===== src/design/mef_pkg.sv =====
// Shared constants and types for the median-then-EMA sample filter.
package mef_pkg;

   localparam int WINDOW_SIZE = 5;
   localparam int MED_IDX     = WINDOW_SIZE / 2;
   localparam int IDX_W       = (WINDOW_SIZE > 1) ? $clog2(WINDOW_SIZE) : 1;
   localparam int RANK_W      = $clog2(WINDOW_SIZE + 1);

   localparam int SAMPLE_W = 16;
   localparam int SMOOTH_W = 32;
   localparam int WEIGHT_W = 16;
   localparam int FRAC_W   = 16;
   localparam int PROD_W   = SMOOTH_W + 1 + WEIGHT_W + 1;
   localparam int DELTA_W  = PROD_W - FRAC_W;

   localparam logic [WEIGHT_W-1:0] WEIGHT_RESET = 16'd6554;

   typedef logic signed [SAMPLE_W-1:0] sample_type;
   typedef logic signed [SMOOTH_W-1:0] smooth_type;
   typedef logic        [WEIGHT_W-1:0] weight_type;
   typedef logic        [IDX_W-1:0]    index_type;
   typedef logic        [RANK_W-1:0]   rank_type;

endpackage


===== src/design/mef_cell.sv =====
// One window cell: holds a sample, shifts it on, and ranks it against the window.
module mef_cell (
   input  logic                clock,
   input  logic                reset,
   input  logic                shift_en,
   input  mef_pkg::sample_type shift_data,
   input  mef_pkg::index_type  cell_index,
   input  mef_pkg::sample_type window [mef_pkg::WINDOW_SIZE],
   output mef_pkg::sample_type value,
   output logic                is_median
);

   mef_pkg::sample_type value_ff;
   mef_pkg::rank_type   rank;

   always_ff @(posedge clock) begin
      if (reset) begin
         value_ff <= '0;
      end else if (shift_en) begin
         value_ff <= shift_data;
      end
   end

   // ties broken by position so every cell gets a distinct rank
   always_comb begin
      rank = '0;
      for (int j = 0; j < mef_pkg::WINDOW_SIZE; j++) begin
         if ((window[j] < value_ff) ||
             ((mef_pkg::IDX_W'(j) < cell_index) && (window[j] == value_ff))) begin
            rank = rank + mef_pkg::RANK_W'(1);
         end
      end
   end

   assign value     = value_ff;
   assign is_median = (rank == mef_pkg::RANK_W'(mef_pkg::MED_IDX));

endmodule


===== src/design/mef_blend.sv =====
// Smoothed value register and its EMA update from the median.
module mef_blend (
   input  logic                clock,
   input  logic                reset,
   input  logic                update,
   input  mef_pkg::sample_type median,
   input  mef_pkg::weight_type weight,
   output mef_pkg::smooth_type smoothed
);

   mef_pkg::smooth_type              smoothed_ff;
   mef_pkg::smooth_type              smoothed_in;
   mef_pkg::smooth_type              med_q;
   logic signed [mef_pkg::SMOOTH_W:0]   diff;
   logic signed [mef_pkg::WEIGHT_W:0]   weight_s;
   logic signed [mef_pkg::PROD_W-1:0]   prod;
   logic signed [mef_pkg::PROD_W-1:0]   rounded;
   logic signed [mef_pkg::DELTA_W-1:0]  delta;
   logic signed [mef_pkg::DELTA_W-1:0]  sum;

   assign med_q    = {median, {mef_pkg::FRAC_W{1'b0}}};
   assign diff     = {med_q[mef_pkg::SMOOTH_W-1], med_q}
                     - {smoothed_ff[mef_pkg::SMOOTH_W-1], smoothed_ff};
   assign weight_s = {1'b0, weight};
   assign prod     = diff * weight_s;
   assign rounded  = prod + mef_pkg::PROD_W'(32768);
   assign delta    = rounded[mef_pkg::PROD_W-1:mef_pkg::FRAC_W];
   assign sum      = mef_pkg::DELTA_W'(smoothed_ff) + delta;

   always_comb begin
      if (smoothed_ff <= 0) begin
         smoothed_in = med_q;
      end else begin
         smoothed_in = sum[mef_pkg::SMOOTH_W-1:0];
      end
   end

   always_ff @(posedge clock) begin
      if (reset) begin
         smoothed_ff <= '0;
      end else if (update) begin
         smoothed_ff <= smoothed_in;
      end
   end

   assign smoothed = smoothed_ff;

endmodule


===== src/design/median_then_ema_sample_filter_top.sv =====
// Top level of the median-then-EMA sample filter.
// Usage:
//   Request channel (req_*): one measurement round per request, a thermistor
//   and a source reading, each with its own ok flag.
//   Response channel (rsp_*): exactly one response per request, in order:
//   smoothed source (Q16.16), held thermistor reading, healthy, calc_ready.
//   CSR channel (csr_*): writes blend_weight (Q0.16); always ready. Write it
//   only while no request is in flight.
// Stages: a response is valid once its request has passed three registered stages
//   (window cells, median register, smoothed/output register).
// Throughput: one request per cycle while no stage is stalled. The median
//   comes from a row of cells that each rank their own sample against the
//   window; a multiply-add loop updates the smoothed value per ok sample.
// Reset: window, smoothed value and held thermistor clear to zero,
//   blend_weight returns to 6554, all stages empty.
// Stall: each stage holds while the one after it is full and stalled; the
//   block keeps taking requests until all three stages are full, so a
//   waiting response does not stop intake right away.
module median_then_ema_sample_filter_top (
   input  logic                clock,
   input  logic                reset,
   input  logic                req_valid,
   output logic                req_ready,
   input  mef_pkg::sample_type req_therm_sample,
   input  logic                req_therm_ok,
   input  mef_pkg::sample_type req_source_sample,
   input  logic                req_source_ok,
   output logic                rsp_valid,
   input  logic                rsp_ready,
   output mef_pkg::smooth_type rsp_source_smoothed,
   output mef_pkg::sample_type rsp_therm_latest,
   output logic                rsp_healthy,
   output logic                rsp_calc_ready,
   input  logic                csr_valid,
   output logic                csr_ready,
   input  mef_pkg::weight_type csr_blend_weight
);

   mef_pkg::weight_type weight_ff;
   mef_pkg::sample_type held_ff;

   logic                s1_valid_ff;
   mef_pkg::sample_type s1_therm_ff;
   logic                s1_healthy_ff;
   logic                s1_source_ok_ff;

   logic                s2_valid_ff;
   mef_pkg::sample_type s2_therm_ff;
   logic                s2_healthy_ff;
   logic                s2_source_ok_ff;
   mef_pkg::sample_type median_ff;

   logic                s3_valid_ff;
   mef_pkg::sample_type s3_therm_ff;
   logic                s3_healthy_ff;

   logic s1_ready, s2_ready, s3_ready;
   logic mv1, mv2, mv3;
   logic shift_en;

   mef_pkg::sample_type cell_value [mef_pkg::WINDOW_SIZE];
   logic [mef_pkg::WINDOW_SIZE-1:0] cell_is_median;
   mef_pkg::sample_type median_in;
   mef_pkg::smooth_type smoothed;

   assign s3_ready  = !s3_valid_ff || rsp_ready;
   assign s2_ready  = !s2_valid_ff || s3_ready;
   assign s1_ready  = !s1_valid_ff || s2_ready;
   assign req_ready = s1_ready;
   assign mv1       = req_valid && s1_ready;
   assign mv2       = s1_valid_ff && s2_ready;
   assign mv3       = s2_valid_ff && s3_ready;
   assign shift_en  = mv1 && req_source_ok;

   assign csr_ready = 1'b1;

   always_ff @(posedge clock) begin
      if (reset) begin
         weight_ff <= mef_pkg::WEIGHT_RESET;
      end else if (csr_valid) begin
         weight_ff <= csr_blend_weight;
      end
   end

   always_ff @(posedge clock) begin
      if (reset) begin
         held_ff <= '0;
      end else if (mv1 && req_therm_ok) begin
         held_ff <= req_therm_sample;
      end
   end

   // window: a new source sample enters cell 0, the oldest drops off the end
   for (genvar i = 0; i < mef_pkg::WINDOW_SIZE; i++) begin : g_cell
      mef_pkg::sample_type shift_data;
      if (i == 0) begin : g_head
         assign shift_data = req_source_sample;
      end else begin : g_link
         assign shift_data = cell_value[i-1];
      end
      mef_cell u_cell (
         .clock      (clock),
         .reset      (reset),
         .shift_en   (shift_en),
         .shift_data (shift_data),
         .cell_index (mef_pkg::IDX_W'(i)),
         .window     (cell_value),
         .value      (cell_value[i]),
         .is_median  (cell_is_median[i])
      );
   end

   always_comb begin
      median_in = '0;
      for (int i = 0; i < mef_pkg::WINDOW_SIZE; i++) begin
         median_in = median_in | (cell_value[i] & {mef_pkg::SAMPLE_W{cell_is_median[i]}});
      end
   end

   always_ff @(posedge clock) begin
      if (reset) begin
         s1_valid_ff <= 1'b0;
         s2_valid_ff <= 1'b0;
         s3_valid_ff <= 1'b0;
      end else begin
         if (s1_ready) begin
            s1_valid_ff <= req_valid;
         end
         if (s2_ready) begin
            s2_valid_ff <= s1_valid_ff;
         end
         if (s3_ready) begin
            s3_valid_ff <= s2_valid_ff;
         end
      end
   end

   always_ff @(posedge clock) begin
      if (mv1) begin
         s1_therm_ff     <= req_therm_ok ? req_therm_sample : held_ff;
         s1_healthy_ff   <= req_therm_ok && req_source_ok;
         s1_source_ok_ff <= req_source_ok;
      end
      if (mv2) begin
         s2_therm_ff     <= s1_therm_ff;
         s2_healthy_ff   <= s1_healthy_ff;
         s2_source_ok_ff <= s1_source_ok_ff;
         median_ff       <= median_in;
      end
      if (mv3) begin
         s3_therm_ff   <= s2_therm_ff;
         s3_healthy_ff <= s2_healthy_ff;
      end
   end

   mef_blend u_blend (
      .clock    (clock),
      .reset    (reset),
      .update   (mv3 && s2_source_ok_ff),
      .median   (median_ff),
      .weight   (weight_ff),
      .smoothed (smoothed)
   );

   assign rsp_valid           = s3_valid_ff;
   assign rsp_source_smoothed = smoothed;
   assign rsp_therm_latest    = s3_therm_ff;
   assign rsp_healthy         = s3_healthy_ff;
   assign rsp_calc_ready      = s3_healthy_ff && (s3_therm_ff < 0) && (smoothed > 0);

endmodule


===== config.mk =====
export PLATFORM = sky130hd
export DESIGN_NAME = median_then_ema_sample_filter_top
export DESIGN_NICKNAME = d
export VERILOG_FILES = /design/src/design/mef_pkg.sv /design/src/design/mef_cell.sv /design/src/design/mef_blend.sv /design/src/design/median_then_ema_sample_filter_top.sv
export SDC_FILE = /design/constraint.sdc
export NUM_CORES = 2
export LEC_CHECK = 0
export BUFFER_PORTS_ARGS = -buffer_cell sky130_fd_sc_hd__buf_2
export CAP_MARGIN = 20
export CORE_MARGIN = 2
export CORE_UTILIZATION = 40
export DETAILED_ROUTE_END_ITERATION = 8
export SETUP_SLACK_MARGIN = 0.02
export SKIP_CTS_REPAIR_TIMING = 1
export SLEW_MARGIN = 10
export SYNTH_ARGS = -nofsm -noshare
export SYNTH_HDL_FRONTEND = slang
export SYNTH_SLANG_ARGS = --single-unit
export TNS_END_PERCENT = 20

===== constraint.sdc =====
create_clock -name clock -period 13.79 [get_ports clock]
set_input_delay 2.758 -clock clock [delete_from_list [all_inputs] [get_ports clock]]
set_output_delay 2.758 -clock clock [all_outputs]
set_load 0.02 [all_outputs]

==> reports/qor.txt <==
status: complete, no violations
layout cells sized above 1: 0.0717
Site Rows: 105
Core ar.: 82,100 µm²
GRT Total Usage: 0.224
post-route ant nets: 0
Tightest Hold Check Type: reg2reg
post-synth cell types: 78
input/output buffers: 106
final max-slew violation count: 0
Mapped Nets: 4,695
ys async rst share: 0
initial antenna violation count: 2
Synth area leader: fa_1
grt ovf: 0
Post-DP HPWL: 70,700 µm
CTS H-tree lvls: 1
post-synthesis xor/xnor area fraction: 0.0265
hold path start: s2_therm_ff[13]
# setup viols final: 0
CP Launch Type: flop
most frequent cell on the critical path: fa_1
area share of fa/ha/maj cells after synthesis: 0.434
Max clock buf depth: 3
crit-path max FO: 16
complex-gate fraction of the synthesized area: 0.107
top cell type's share of synthesized area: 0.296
Yosys reg bits: 216
Post-Synth Simple-Gate Area: 0.166
latest clock arrival within the worst-skew pair: 0.59 ns
Synth warnings: 0
hold depth: 0
Mapped Cells: 3,782
dominant cells by area after synthesis: fa_1 30%, ha_1 14%, dfxtp_1 8.9%, inv_1 8.5%, edfxtp_1 6.2%
vias in the first global route: 26.5k
die area: 85,300 µm²
register area share after synthesis: 0.151
CTS buffer count: 26
count leader, synth: inv_1
Clock Sinks: 216
mux cell area share after synthesis: 0.0130
Post-Syn Area: 33,200 µm²
RSZ-0062 raised after global routing: no
Area Growth Syn to Fin: 7.94%
Avg Cell Area, Syn: 8.78 µm²
diode count: 0
reg2reg start: u_blend.smoothed[2]
num ports: 108
Die X-Extent: 292 µm
Final Wtd Congestion: 0.897
clock transition at the registers of the reported paths: 0.06 ns
Post-synth EDFFs: 69
Crit path largest cell delay: 0.86 ns
routed len/inst: 19.0 µm
CP Class: reg2reg
post-route minimum period: 11.62 ns
Initial Util: 0.404
most frequent cells after synthesis: 751 x inv_1, 552 x nand2_1, 491 x fa_1, 367 x ha_1, 286 x and2_1
Die Ht: 292 µm
Pre-antenna DRT Iters: 5
R2R depth: 35
pin count of the biggest net entering global routing: 81
hold endpoint: rsp_therm_latest[13]
Slowest cell on crit path: xor2_2
Top FF cell, synth: dfxtp_1
Critical Path RT: 14.27 ns
Crit. End Element: flop
max_slew headroom: 0.206
Critical R2R Capture: u_blend.smoothed[28]
via count: 25.4k
clk_skew: 0.0197 ns
Nets: 4,727
Worst Tran Pin Value: 1.19 ns
setup_tns: 0 ns
DRT iter0 DRCs: 1,439
Total Wirelength: 93,000 µm
max_cap viols: 0
largest family of logic cells by synthesized area: adder cells
Crit path arrival time: 12.11 ns
DRC viols: 0
Final Hold Vio Count: 0
global-route wire length before repair: 151,000 µm
Root Driver: clkbuf_16
CTS tree: yes
Max Freq: 0.0860 GHz
Final period util: 0.843
reg2reg setup slack: 2.17 ns
via density per instance: 5.18
-- metrics by stage --
step           utilization  cells  hold slack, ns  area (µm²)  setup slack, ns
6_report             0.436   4904           0.416       35800             2.17
3_3_place_gp         0.427   4855           0.401       35000             2.30
5_1_grt              0.436   4904           0.424       35800             1.46
3_5_place_dp         0.427   4856           0.405       35000             2.13
2_1_floorplan            -   3782           0.400       33200             3.75
4_1_cts              0.436   4904           0.419       35800             2.08
-- state kept, by name, indices dropped and copies added (netlist names) --
signal and count:
g_cell.u_cell.value 80, u_blend.smoothed 32, held_ff 16, median_ff 16, rsp_therm_latest 16, s1_therm_ff 16
s2_therm_ff 16, weight_ff 16, rsp_healthy 1, rsp_valid 1, s1_healthy_ff 1, s1_source_ok_ff 1
s1_valid_ff 1, s2_healthy_ff 1, s2_source_ok_ff 1, s2_valid_ff 1
-- worst max-delay path by stage --
stage / startpoint / endpoint / slack (ns)
after floorplan: u_blend.smoothed[0] / u_blend.smoothed[28] / 3.75
after global placement: u_blend.smoothed[2] / u_blend.smoothed[28] / 2.30
after detailed placement: u_blend.smoothed[2] / u_blend.smoothed[28] / 2.13
after CTS: u_blend.smoothed[2] / u_blend.smoothed[28] / 2.08
after global routing: u_blend.smoothed[0] / u_blend.smoothed[28] / 1.46
final: u_blend.smoothed[2] / u_blend.smoothed[28] / 2.17
-- kinds of logic (layout without fill, tap and decap cells) --
kind of cell	Yosys count	in the layout
multiplexers	41	41
XOR/XNOR	98	98
AO/OA/AOI/OAI	524	524
buffers and inverters	900	952
AND/OR/NAND/NOR	1144	1144
flip-flops	216	216
adder cells (fa/ha/maj)	858	858
other	1	1
-- routing by layer --
layer	global-route usage	wire [µm]	up-vias
li1	-	-	12100
met2	0.367	43000	611
met1	0.312	42000	12600
met5	0	13	-
met4	0.0375	1770	2
met3	0.0410	6270	103
-- worst max-delay path, delay by kind of cell (launching register included) --
kind	cells	cell delay, ns
AND/OR/NAND/NOR	13	3.62
adder cells (fa/ha/maj)	8	3.69
XOR/XNOR	2	1.05
flip-flops	1	0.39
buffers and inverters	2	0.19
AO/OA/AOI/OAI	10	2.57
-- area by class of cell --
class                           instances  area [µm²]
Fill cell                            8092       46300
Multi-Input combinational cell       2666       25000
Sequential cell                       216        5030
Inverter                              751        2820
Tap cell                             1070        1340
Timing Repair Buffer                  153         890
Clock buffer                           32         673
Clock inverter                         16         130
-- cells in the final DEF, fill, tap and decap left out, drive strengths merged, types with 17 or more instances in the layout --
cell | netlist | final
a21o | 66 | 66
a21oi | 200 | 200
a221o | 20 | 20
and2 | 286 | 286
buf | 10 | 153
clkbuf | 139 | 32
dfxtp | 147 | 147
edfxtp | 69 | 69
fa | 491 | 491
ha | 367 | 367
inv | 751 | 754
mux2 | 17 | 17
mux2i | 24 | 24
nand2 | 552 | 552
nand3 | 33 | 33
nand4 | 33 | 33
nor2 | 108 | 108
nor2b | 23 | 23
nor3 | 24 | 24
o21a | 40 | 40
o21ai | 48 | 48
o221ai | 19 | 19
o31ai | 19 | 19
xnor2 | 65 | 65
xor2 | 32 | 32
Power is left out: the tool's default activity adds up to more than one toggle a clock period on the data nets, which glitch-free logic cannot reach.
